File: config.mk
export PLATFORM = sky130hd
export DESIGN_NAME = page_duplicate_checksum_filter
export DESIGN_NICKNAME = d
export VERILOG_FILES = /design/src/rtl/core/pdcf_pkg.sv /design/src/rtl/core/page_duplicate_checksum_filter.sv
export SDC_FILE = /design/constraint.sdc
export NUM_CORES = 2
export LEC_CHECK = 0
export ABC_AREA = 1
export BUFFER_PORTS_ARGS = -buffer_cell sky130_fd_sc_hd__clkbuf_2
export CAP_MARGIN = 20
export CORE_ASPECT_RATIO = 1.75
export CORE_MARGIN = 1
export CORE_UTILIZATION = 65
export DETAILED_ROUTE_END_ITERATION = 7
export PLACE_DENSITY = 0.79
export SLEW_MARGIN = 20
export SYNTH_ARGS = -nofsm -noshare
export SYNTH_HDL_FRONTEND = slang
export SYNTH_SLANG_ARGS = --single-unit
File: constraint.sdc
create_clock -name i_clk -period 19.7 [get_ports i_clk]
set_input_delay 3.94 -clock i_clk [delete_from_list [all_inputs] [get_ports i_clk]]
set_output_delay 3.94 -clock i_clk [all_outputs]
set_load 0.01 [all_outputs]
File: src/rtl/core/pdcf_pkg.sv
`default_nettype none

package pdcf_pkg;

    localparam int unsigned RING_DEPTH_DEF = 16;

    localparam logic [7:0]  BYTE_CR   = 8'h0D;
    localparam logic [7:0]  BYTE_LF   = 8'h0A;
    localparam logic [7:0]  BYTE_NUL  = 8'h00;
    localparam logic [31:0] OFF_MULT  = 32'd31;   // weight per byte offset
    localparam logic [2:0]  SEP_LEN   = 3'd4;     // CR LF CR LF

    typedef struct packed {
        logic [7:0] data_byte;
        logic       last_byte;
    } t_in_req;

    typedef struct packed {
        logic        duplicate;
        logic [31:0] page_checksum;
    } t_out_req;

    // CR LF CR LF matcher step, returns progress 0..4
    function automatic logic [2:0] match_next(input logic [1:0] prog,
                                              input logic [7:0] b);
        logic [2:0] res;
        res = 3'd0;
        if (!prog[0]) begin
            if (b == BYTE_CR) begin
                res = {1'b0, prog} + 3'd1;
            end
        end else if (b == BYTE_LF) begin
            res = {1'b0, prog} + 3'd1;
        end else if (b == BYTE_CR) begin
            res = 3'd1;
        end
        return res;
    endfunction

endpackage

`default_nettype wire

File: src/rtl/core/page_duplicate_checksum_filter.sv
// A last byte passes the input register and then the result register before its result shows.
// Throughput: one byte per cycle unless a last byte is held; the whole per-byte update and the parallel
// compare against all ring entries sit between the input and result registers.
// A last byte waits in the input register only while the result register is full and stalled.
// Reset (synchronous, active low) clears the ring to zero, the ring pointer and all page state.
`default_nettype none

module page_duplicate_checksum_filter #(
    parameter int unsigned RING_DEPTH = pdcf_pkg::RING_DEPTH_DEF
) (
    input  wire logic               i_clk,
    input  wire logic               i_rst_n,
    input  wire logic               i_in_valid,
    input  wire pdcf_pkg::t_in_req  i_in_req,
    output logic                    o_in_stall,
    output logic                    o_out_valid,
    output pdcf_pkg::t_out_req      o_out_req,
    input  wire logic               i_out_stall
);

    localparam int unsigned PTR_W = (RING_DEPTH > 1) ? $clog2(RING_DEPTH) : 1;
    localparam logic [PTR_W-1:0] PTR_LAST = PTR_W'(RING_DEPTH - 1);

    // input register
    logic               r_in_valid;
    pdcf_pkg::t_in_req  r_in_req;

    // page state
    logic [31:0] r_whole_sum, n_whole_sum;
    logic [31:0] r_body_sum,  n_body_sum;
    logic [1:0]  r_page_phase, n_page_phase;   // page offset mod 4
    logic [31:0] r_page_wt,   n_page_wt;       // page offset * 31
    logic [31:0] r_body_off,  n_body_off;
    logic [31:0] r_body_wt,   n_body_wt;       // body offset * 31
    logic [1:0]  r_sep_prog,  n_sep_prog;
    logic        r_sep_seen,  n_sep_seen;
    logic        r_text_term, n_text_term;
    logic        r_body_valid, n_body_valid;

    // ring
    logic [31:0]      r_ring [RING_DEPTH];
    logic [PTR_W-1:0] r_ptr;

    // result register
    logic               r_out_valid;
    pdcf_pkg::t_out_req r_out_req;

    logic        out_free, advance, do_step, do_last, dup;
    logic [31:0] sext, crc;
    logic [2:0]  sep_next;

    assign out_free   = !r_out_valid || !i_out_stall;
    assign advance    = !r_in_req.last_byte || out_free;
    assign do_step    = r_in_valid && advance;
    assign do_last    = do_step && r_in_req.last_byte;
    assign o_in_stall = r_in_valid && !advance;
    assign sext       = {{24{r_in_req.data_byte[7]}}, r_in_req.data_byte};
    assign sep_next   = pdcf_pkg::match_next(r_sep_prog, r_in_req.data_byte);

    always_comb begin
        n_whole_sum  = r_whole_sum;
        n_body_sum   = r_body_sum;
        n_body_off   = r_body_off;
        n_body_wt    = r_body_wt;
        n_sep_prog   = r_sep_prog;
        n_sep_seen   = r_sep_seen;
        n_text_term  = r_text_term;
        n_body_valid = r_body_valid;
        n_page_phase = r_page_phase + 2'd1;
        n_page_wt    = r_page_wt + pdcf_pkg::OFF_MULT;

        if (r_page_phase == 2'd0) begin
            n_whole_sum = r_whole_sum + sext + r_page_wt;
        end

        if (r_sep_seen) begin
            if (r_body_off == 32'd0) begin
                n_body_valid = (r_in_req.data_byte != pdcf_pkg::BYTE_NUL);
            end
            if (r_body_off[1:0] == 2'd0) begin
                n_body_sum = r_body_sum + sext + r_body_wt;
            end
            n_body_off = r_body_off + 32'd1;
            n_body_wt  = r_body_wt + pdcf_pkg::OFF_MULT;
        end else if (!r_text_term) begin
            if (r_in_req.data_byte == pdcf_pkg::BYTE_NUL) begin
                n_text_term = 1'b1;
                n_sep_prog  = 2'd0;
            end else if (sep_next == pdcf_pkg::SEP_LEN) begin
                n_sep_seen = 1'b1;
                n_sep_prog = 2'd0;
            end else begin
                n_sep_prog = sep_next[1:0];
            end
        end
    end

    assign crc = n_body_valid ? n_body_sum : n_whole_sum;

    always_comb begin
        dup = 1'b0;
        for (int k = 0; k < RING_DEPTH; k++) begin
            if (r_ring[k] == crc) begin
                dup = 1'b1;
            end
        end
    end

    always_ff @(posedge i_clk) begin
        if (!o_in_stall && i_in_valid) begin
            r_in_req <= i_in_req;
        end
        if (do_last) begin
            r_out_req.duplicate     <= dup;
            r_out_req.page_checksum <= crc;
        end
    end

    always_ff @(posedge i_clk) begin
        if (!i_rst_n) begin
            r_in_valid   <= 1'b0;
            r_out_valid  <= 1'b0;
            r_whole_sum  <= '0;
            r_body_sum   <= '0;
            r_page_phase <= '0;
            r_page_wt    <= '0;
            r_body_off   <= '0;
            r_body_wt    <= '0;
            r_sep_prog   <= '0;
            r_sep_seen   <= 1'b0;
            r_text_term  <= 1'b0;
            r_body_valid <= 1'b0;
            r_ptr        <= '0;
            for (int k = 0; k < RING_DEPTH; k++) begin
                r_ring[k] <= '0;
            end
        end else begin
            if (!o_in_stall) begin
                r_in_valid <= i_in_valid;
            end

            if (do_last) begin
                r_out_valid <= 1'b1;
            end else if (!i_out_stall) begin
                r_out_valid <= 1'b0;
            end

            if (do_last) begin
                // new page starts clean; ring and pointer survive
                r_whole_sum  <= '0;
                r_body_sum   <= '0;
                r_page_phase <= '0;
                r_page_wt    <= '0;
                r_body_off   <= '0;
                r_body_wt    <= '0;
                r_sep_prog   <= '0;
                r_sep_seen   <= 1'b0;
                r_text_term  <= 1'b0;
                r_body_valid <= 1'b0;
                if (!dup) begin
                    r_ring[r_ptr] <= crc;
                    r_ptr <= (r_ptr == PTR_LAST) ? '0 : r_ptr + PTR_W'(1);
                end
            end else if (do_step) begin
                r_whole_sum  <= n_whole_sum;
                r_body_sum   <= n_body_sum;
                r_page_phase <= n_page_phase;
                r_page_wt    <= n_page_wt;
                r_body_off   <= n_body_off;
                r_body_wt    <= n_body_wt;
                r_sep_prog   <= n_sep_prog;
                r_sep_seen   <= n_sep_seen;
                r_text_term  <= n_text_term;
                r_body_valid <= n_body_valid;
            end
        end
    end

    assign o_out_valid = r_out_valid;
    assign o_out_req   = r_out_req;

    a_ptr_range: assert property (@(posedge i_clk) disable iff (!i_rst_n)
        r_ptr <= PTR_LAST)
        else $error("ring pointer beyond ring depth");

    a_dup_keeps_ptr: assert property (@(posedge i_clk) disable iff (!i_rst_n)
        (do_last && dup) |=> $stable(r_ptr))
        else $error("ring pointer moved on a duplicate");

    a_sep_term_excl: assert property (@(posedge i_clk) disable iff (!i_rst_n)
        !(r_sep_seen && r_text_term))
        else $error("separator and terminator both recorded");

    a_page_cleared: assert property (@(posedge i_clk) disable iff (!i_rst_n)
        do_last |=> (r_body_off == 32'd0 && !r_sep_seen && r_page_phase == 2'd0
                     && r_whole_sum == 32'd0))
        else $error("page state not cleared after last byte");

    a_last_needs_slot: assert property (@(posedge i_clk) disable iff (!i_rst_n)
        do_last |-> (!r_out_valid || !i_out_stall))
        else $error("result register overwritten while stalled");

endmodule

`default_nettype wire
* After elaboration in Yosys (flattened, before gate mapping)
Memory sizes are Yosys's and may differ from the RTL's.
Cells that the tools add are included.
** Operators by class
- Eq/ne operators :: 21
- Mux-type cells :: 45
- Reduce and logical (&&, ||, !) cells :: 22
- Add/sub/neg operators :: 10
- Bitwise operators :: 4
** Operators with widths (count)
- $eq 32x32->1 :: 16
- $mux 32 :: 5
- $add 32x32->32 :: 4
- $add 32x5->32 const B :: 2
- $mux 1 :: 33
- $add 32x1->32 const B :: 1
- $logic_not 32->1 :: 1
- $reduce_or 32->1 :: 1
- $eq 8x4->1 const B :: 2
- $mux 3 :: 3
- $logic_not 8->1 :: 1
- $mux 4 :: 2
- $reduce_bool 8->1 :: 1
- $reduce_and 2->1 :: 3
- $logic_not 1->1 :: 5
- $add 4x1->4 const B :: 1
- $eq 4x4->1 const B :: 1
- $logic_and 1x1->1 :: 4
- $logic_not 2->1 :: 2
- $mux 2 :: 2
- $not 1->1 :: 4
- $add 2x1->3 const B :: 1
- $eq 3x3->1 const B :: 1
- $reduce_and 3->1 :: 1
- 4 further kinds :: 5
** Storage, ports and cells
- RAM bits :: 512
- Word-level logic and storage cells :: 120
- Output and inout bits :: 35
- Memories :: 1
- Input port bits :: 13
- Flip-flop bits (word level) :: 215
** Memories
- r_ring :: words 16, width 32, read ports 16, clocked after Yosys merged registers in 0, write ports 16, line page_duplicate_checksum_filter.sv:41 : logic [31:0] r_ring [RING_DEPTH];

* Longest topological paths before layout
- Word-level depth :: 28
- Depth in mapped cells :: 32
- Gate-level depth less buffers :: 31

* Least setup slack after synthesis
No wires, ideal clock.
- Path type :: input-to-output
- From :: input i_out_stall
- To :: output o_in_stall
- Stages :: 4
- Data required time :: 15760 ps
- Path buffers :: 0
- Arrival time :: 4225 ps
- Path slack :: 11535 ps
- Cells stage by stage :: nand2_1 > inv_1 > nand3_1 > inv_1
** Between the ends
- Word-level cells in the longest chain between the ends :: 5
** Ends and longest elaborated chain
- start: declaration :: line page_duplicate_checksum_filter.sv:18 : input wire logic i_out_stall
- $logic_not 1->1
- $logic_or 1x1->1 :: line page_duplicate_checksum_filter.sv:52 : assign out_free = !r_out_valid || !i_out_stall;
- $logic_or 1x1->1 :: line page_duplicate_checksum_filter.sv:53 : assign advance = !r_in_req.last_byte || out_free;
- $logic_not 1->1 :: line page_duplicate_checksum_filter.sv:56 : assign o_in_stall = r_in_valid && !advance;
- $logic_and 1x1->1 :: line page_duplicate_checksum_filter.sv:56
- end: declaration :: line page_duplicate_checksum_filter.sv:15 : output logic o_in_stall,
No other way between the ends.

==> results by stage <==
GRT:
- For met3 alone, demand over resource in global routing was 7.13%.
- In the global route stage, overall resource usage came out at 40.6%.
- The via count of the first global-routing pass is 37205.
- The maximum number of pins on one net before global-route repair is 80.
- The layer with the highest usage after global routing is met2.
- The first-pass GRT wire length is 207000 um.
- The number of antenna violations at the first check in global routing is 4.
- For this run, global-route usage on met2 was measured as 69.1%.
- In the global route stage, met1 resource usage came out at 41.9%.
- For this run the aggregate overflow at the end of global routing stands at 0.

Synthesis:
- The Yosys step of the flow raised 0 warnings.
- The sequential cell area fraction in the yosys report is 45.5%.
- The netlist uses 54 different library cells.
- The number of register bits inferred by synthesis is 727.
- The leading register cell type out of synthesis is sky130_fd_sc_hd__edfxtp_1.
- The number of nets in the synthesized netlist is 5978.
- In this run the cell area of the synthesized design comes to 44200 um^2.
- Of all flip-flops after synthesis, the portion carrying an async set or reset was 0%.
- The mean cell area of the mapped netlist is 7.58 um^2.
- The number of synthesized flops with an enable pin is 554.
- The cell count after synthesis is 5831.

Placed design:
- Once detailed placement completed, the half-perimeter wirelength came to 95300 um.
- Routability-driven placement finished with a final weighted congestion of 1.02.
- The count of buffers inserted at the top-level ports is 47.
- The worst setup slack after placement is 10.65 ns.

Pwr:
- Across the VDD grid, the largest voltage drop is 0.0866 mV.
- The power share of the sequential group is 41.4%.
- The internal portion of the total power is 2.77 mW.
- The clock network power share is 32.8%.
- The switching portion of total power is 34.3%.
- The power density normalized to cell area is 89.6 nW/um^2.
- The portion of total power attributed to combinational logic is 25.8%.
- The leakage power is 21.8 nW.
- For this design the total switching power over the nets is 1.44 mW.

Setup path:
- The category of the critical setup timing path is flop to flop.
- The origin of the critical flop-to-flop path is r_in_req[8].
- The critical register-to-register path endpoint is r_ring[11][11].
- The library cell contributing the largest single delay on the critical path is sky130_fd_sc_hd__nand2_2.
- The critical path data required time is 19.95 ns.
- The type of destination of the critical path is a flop.
- The worst setup path is launched from a flop.
- Counting cells, the worst reg-to-reg path comes to 28.
- The critical path data arrival time is 9.52 ns.
- The most numerous cell type found on the critical path is sky130_fd_sc_hd__nand2_1.
- The worst-path maximum fanout is 37.
- The longest individual stage delay on the worst path is 1.10 ns.
- The register-to-register path setup slack is 10.44 ns.

Timing:
- The setup total negative slack is 0 ns.
- Setup repair after global routing left no endpoint under its margin.
- The worst path setup slack after routing is 10.44 ns.
- The clock period could shrink to 9.26 ns.
- The share of the clock period used by the worst path is 47.0%.
- The total setup violations reported at the end of the flow is 0.
- For the final database, setup skew stands at 0.0276 ns.
- The total count of hold-check failures in the final report is 0.
- The maximum achievable frequency is 0.108 GHz.
- The actual transition at the worst max-transition pin is 1.22 ns.
- Hold timing on the final database bottoms out at a slack of 0.472 ns.
- The number of pins exceeding their max-slew limit in the final report is 0.
- The remaining max-slew budget at the tightest pin is 18.4%.

Min path:
- The worst hold endpoint is r_body_off[31].
- The class of the worst hold path is flop to flop.
- The startpoint identified for the worst hold timing path is r_body_off[31].
- The hold-critical path depth is 2.

Job:
- The tool flagged a number of max-cap violations equal to 0.

Layout:
- The total inserted antenna cells is 0.
- From synthesis to final layout, the design area changed by 6.34%.
- The number of nets at the end of the flow is 5922.
- Of the cells placed in the final design, the portion with a size suffix greater than 1 is 6.04%.
- The leading cell type in the layout, fill and taps excluded is sky130_fd_sc_hd__nand2_1.
- In the layout the commonest cells are sky130_fd_sc_hd__nand2_1 (1723), sky130_fd_sc_hd__nor2_1 (962), sky130_fd_sc_hd__inv_1 (815).
- The final cell utilization of the core is 69.8%.

Drt:
- Dividing the detail-routed via count by the number of cells gives 5.72.
- Before antenna repair, the detailed router went through 7 iterations.
- In the final routed layout, each cell accounts on average for 20.6 um.
- The total DRC errors in the routed layout is 0.
- The final layout contains routed wiring with a total length of 139000 um.
- The total vias in the final route is 38457.
- The DRC violation total after the first TritonRoute iteration is 3372.
- The count of antenna-violating nets left after detailed routing is 0.

Floorplan:
- The die span in x is 199 um.
- In this run the count of I/O pins placed on the die edge is 48.
- The floorplan has 126 rows.
- The total area inside the core boundary comes to 67300 um^2.
- The floorplan step set the die height to 347 um.
- The die covers 69100 um^2.
- Once the floorplan was initialized, standard cells occupied 65.7% of the core.

CTS:
- The CTS H-tree depth is 3.
- The number of buffers added to fix hold violations after cts is 0.
- Counting along the longest clock path gives a buffer depth of 3.
- The root buffer cell is sky130_fd_sc_hd__clkbuf_16.
- The count of clock tree sinks is 727.
- The clock tree from TritonCTS is done.
- The number of setup buffers added after CTS is 0.
- At the later pin of the worst-skew pair, clock insertion delay measures 0.64 ns.
- The number of gates resized after CTS was 0.
- The number of buffers inserted during clock tree synthesis is 69.
- After clock tree synthesis, the clock-pin slew on the worst setup and hold paths is 0.07 ns.

Outcome:
- The flow ran to the end, and the final reports show no timing, DRC or antenna violations.
[Yosys cell counts, types with 2 or more instances]
library cell | n | area [um^2]
sky130_fd_sc_hd__o22ai_1 | 2 | 12.5
sky130_fd_sc_hd__buf_6 | 29 | 327
sky130_fd_sc_hd__nand2_2 | 25 | 156
sky130_fd_sc_hd__edfxtp_1 | 554 | 16600
sky130_fd_sc_hd__inv_2 | 8 | 30.0
sky130_fd_sc_hd__nor3b_1 | 8 | 60.1
sky130_fd_sc_hd__inv_1 | 816 | 3060
sky130_fd_sc_hd__a21oi_1 | 145 | 726
sky130_fd_sc_hd__buf_1 | 4 | 15.0
sky130_fd_sc_hd__o21bai_1 | 2 | 15.0
sky130_fd_sc_hd__nand3b_1 | 51 | 383
sky130_fd_sc_hd__nand2_4 | 3 | 33.8
sky130_fd_sc_hd__clkinv_1 | 5 | 18.8
sky130_fd_sc_hd__nand4_4 | 10 | 213
sky130_fd_sc_hd__fa_1 | 64 | 1280
sky130_fd_sc_hd__and2_1 | 6 | 37.5
sky130_fd_sc_hd__xnor2_1 | 47 | 412
sky130_fd_sc_hd__ha_1 | 70 | 876
sky130_fd_sc_hd__a211oi_1 | 4 | 30.0
sky130_fd_sc_hd__o21a_1 | 9 | 67.6
sky130_fd_sc_hd__o211ai_1 | 21 | 158
sky130_fd_sc_hd__dfxtp_1 | 173 | 3460
sky130_fd_sc_hd__buf_2 | 70 | 350
sky130_fd_sc_hd__or2_0 | 2 | 12.5
sky130_fd_sc_hd__nor3_1 | 72 | 360
sky130_fd_sc_hd__a31oi_1 | 9 | 56.3
sky130_fd_sc_hd__nor4_1 | 10 | 62.6
sky130_fd_sc_hd__o21ai_0 | 102 | 510
sky130_fd_sc_hd__nand3_4 | 12 | 210
sky130_fd_sc_hd__clkbuf_1 | 101 | 379
sky130_fd_sc_hd__xor2_1 | 78 | 683
sky130_fd_sc_hd__buf_4 | 24 | 180
sky130_fd_sc_hd__nand4_1 | 70 | 438
sky130_fd_sc_hd__nand3_1 | 434 | 2170
sky130_fd_sc_hd__o21ai_1 | 3 | 15.0
sky130_fd_sc_hd__nand2_1 | 1740 | 6530
sky130_fd_sc_hd__and3_1 | 5 | 31.3
sky130_fd_sc_hd__or2_2 | 60 | 375
sky130_fd_sc_hd__nor2_1 | 963 | 3610
sky130_fd_sc_hd__o21ai_2 | 2 | 17.5
sky130_fd_sc_hd__nand3_2 | 5 | 50.1
[power groups by stage]
stage | clock network [mW] | logic (mW) | registers [mW]
2_1_floorplan | 0 | 0.734 | 1.77
3_3_place_gp | 0 | 1.04 | 1.77
3_5_place_dp | 0 | 1.05 | 1.77
4_1_cts | 1.38 | 1.06 | 1.74
5_1_grt | 1.43 | 1.18 | 1.75
6_report | 1.38 | 1.09 | 1.74
[critical path: cells and delay by family (launching register included)]
kind | cells | cell delay (ns)
flip-flops | 1 | 0.33
buffers and inverters | 4 | 1.42
AND/OR/NAND/NOR | 22 | 6.05
adder cells (fa/ha/maj) | 2 | 0.94
[final cells by class]
type	count	area (um^2)
Multi-Input combinational cell	4046	19800
Clock buffer	93	1940
Sequential cell	727	20100
Inverter	829	3110
Fill cell	5579	20300
Tap cell	896	1120
Timing Repair Buffer	102	646
Clock inverter	30	318
[how the worst max path moves through the flow]
stage / start / endpoint / slack [ns] / depth (start not counted)
after floorplan: i_out_stall / o_in_stall / 11.53 / 4
after global placement: r_in_req[8] / r_ring[11][14] / 10.75 / 28
after detailed placement: r_in_req[8] / r_ring[11][19] / 10.65 / 28
after CTS: r_in_req[8] / r_ring[11][10] / 10.63 / 28
after global routing: r_in_req[8] / r_ring[11][10] / 9.92 / 28
final: r_in_req[8] / r_ring[11][11] / 10.44 / 28
[sequential cells by signal (all words and copies together) (netlist names)]
| name | count |
|---|---|
| r_page_wt | 32 |
| r_ring | 512 |
| r_sep_seen | 1 |
| r_text_term | 1 |
| o_out_req | 33 |
| r_ptr | 4 |
| r_body_sum | 32 |
| r_body_wt | 32 |
| r_in_valid | 1 |
| r_body_off | 32 |
| r_whole_sum | 32 |
| o_out_valid | 1 |
| r_body_valid | 1 |
| r_sep_prog | 2 |
| r_in_req | 9 |
| r_page_phase | 2 |
[routing by layer]
metal / vias to the layer above / wire length (um)
met1: 17782 / 45500
met5: - / 39
li1: 18244 / -
met2: 1810 / 68100
met4: 6 / 14100
met3: 615 / 11100
[kinds of logic (layout without fill, tap and decap cells)]
group,after synthesis,in the layout,share of synthesized area [%]
buffers and inverters,1058,1054,9.92
and+or+nand+nor,3481,3481,33.5
AOI/OAI and AO/OA,305,305,3.78
adders and majority gates,134,134,4.88
muxes,1,1,0.0226
xor gates and xnor gates,125,125,2.48
DFF,727,727,45.5
[metrics by stage]
step | total power [mW] | std cells | area [um^2]
4_1_cts | 4.18 | 6721 | 47000
6_report | 4.21 | 6723 | 47000
2_1_floorplan | 2.50 | 5831 | 44200
3_3_place_gp | 2.81 | 6598 | 44700
3_5_place_dp | 2.83 | 6598 | 44700
5_1_grt | 4.36 | 6723 | 47000
Power figures use the tool's default switching activity.
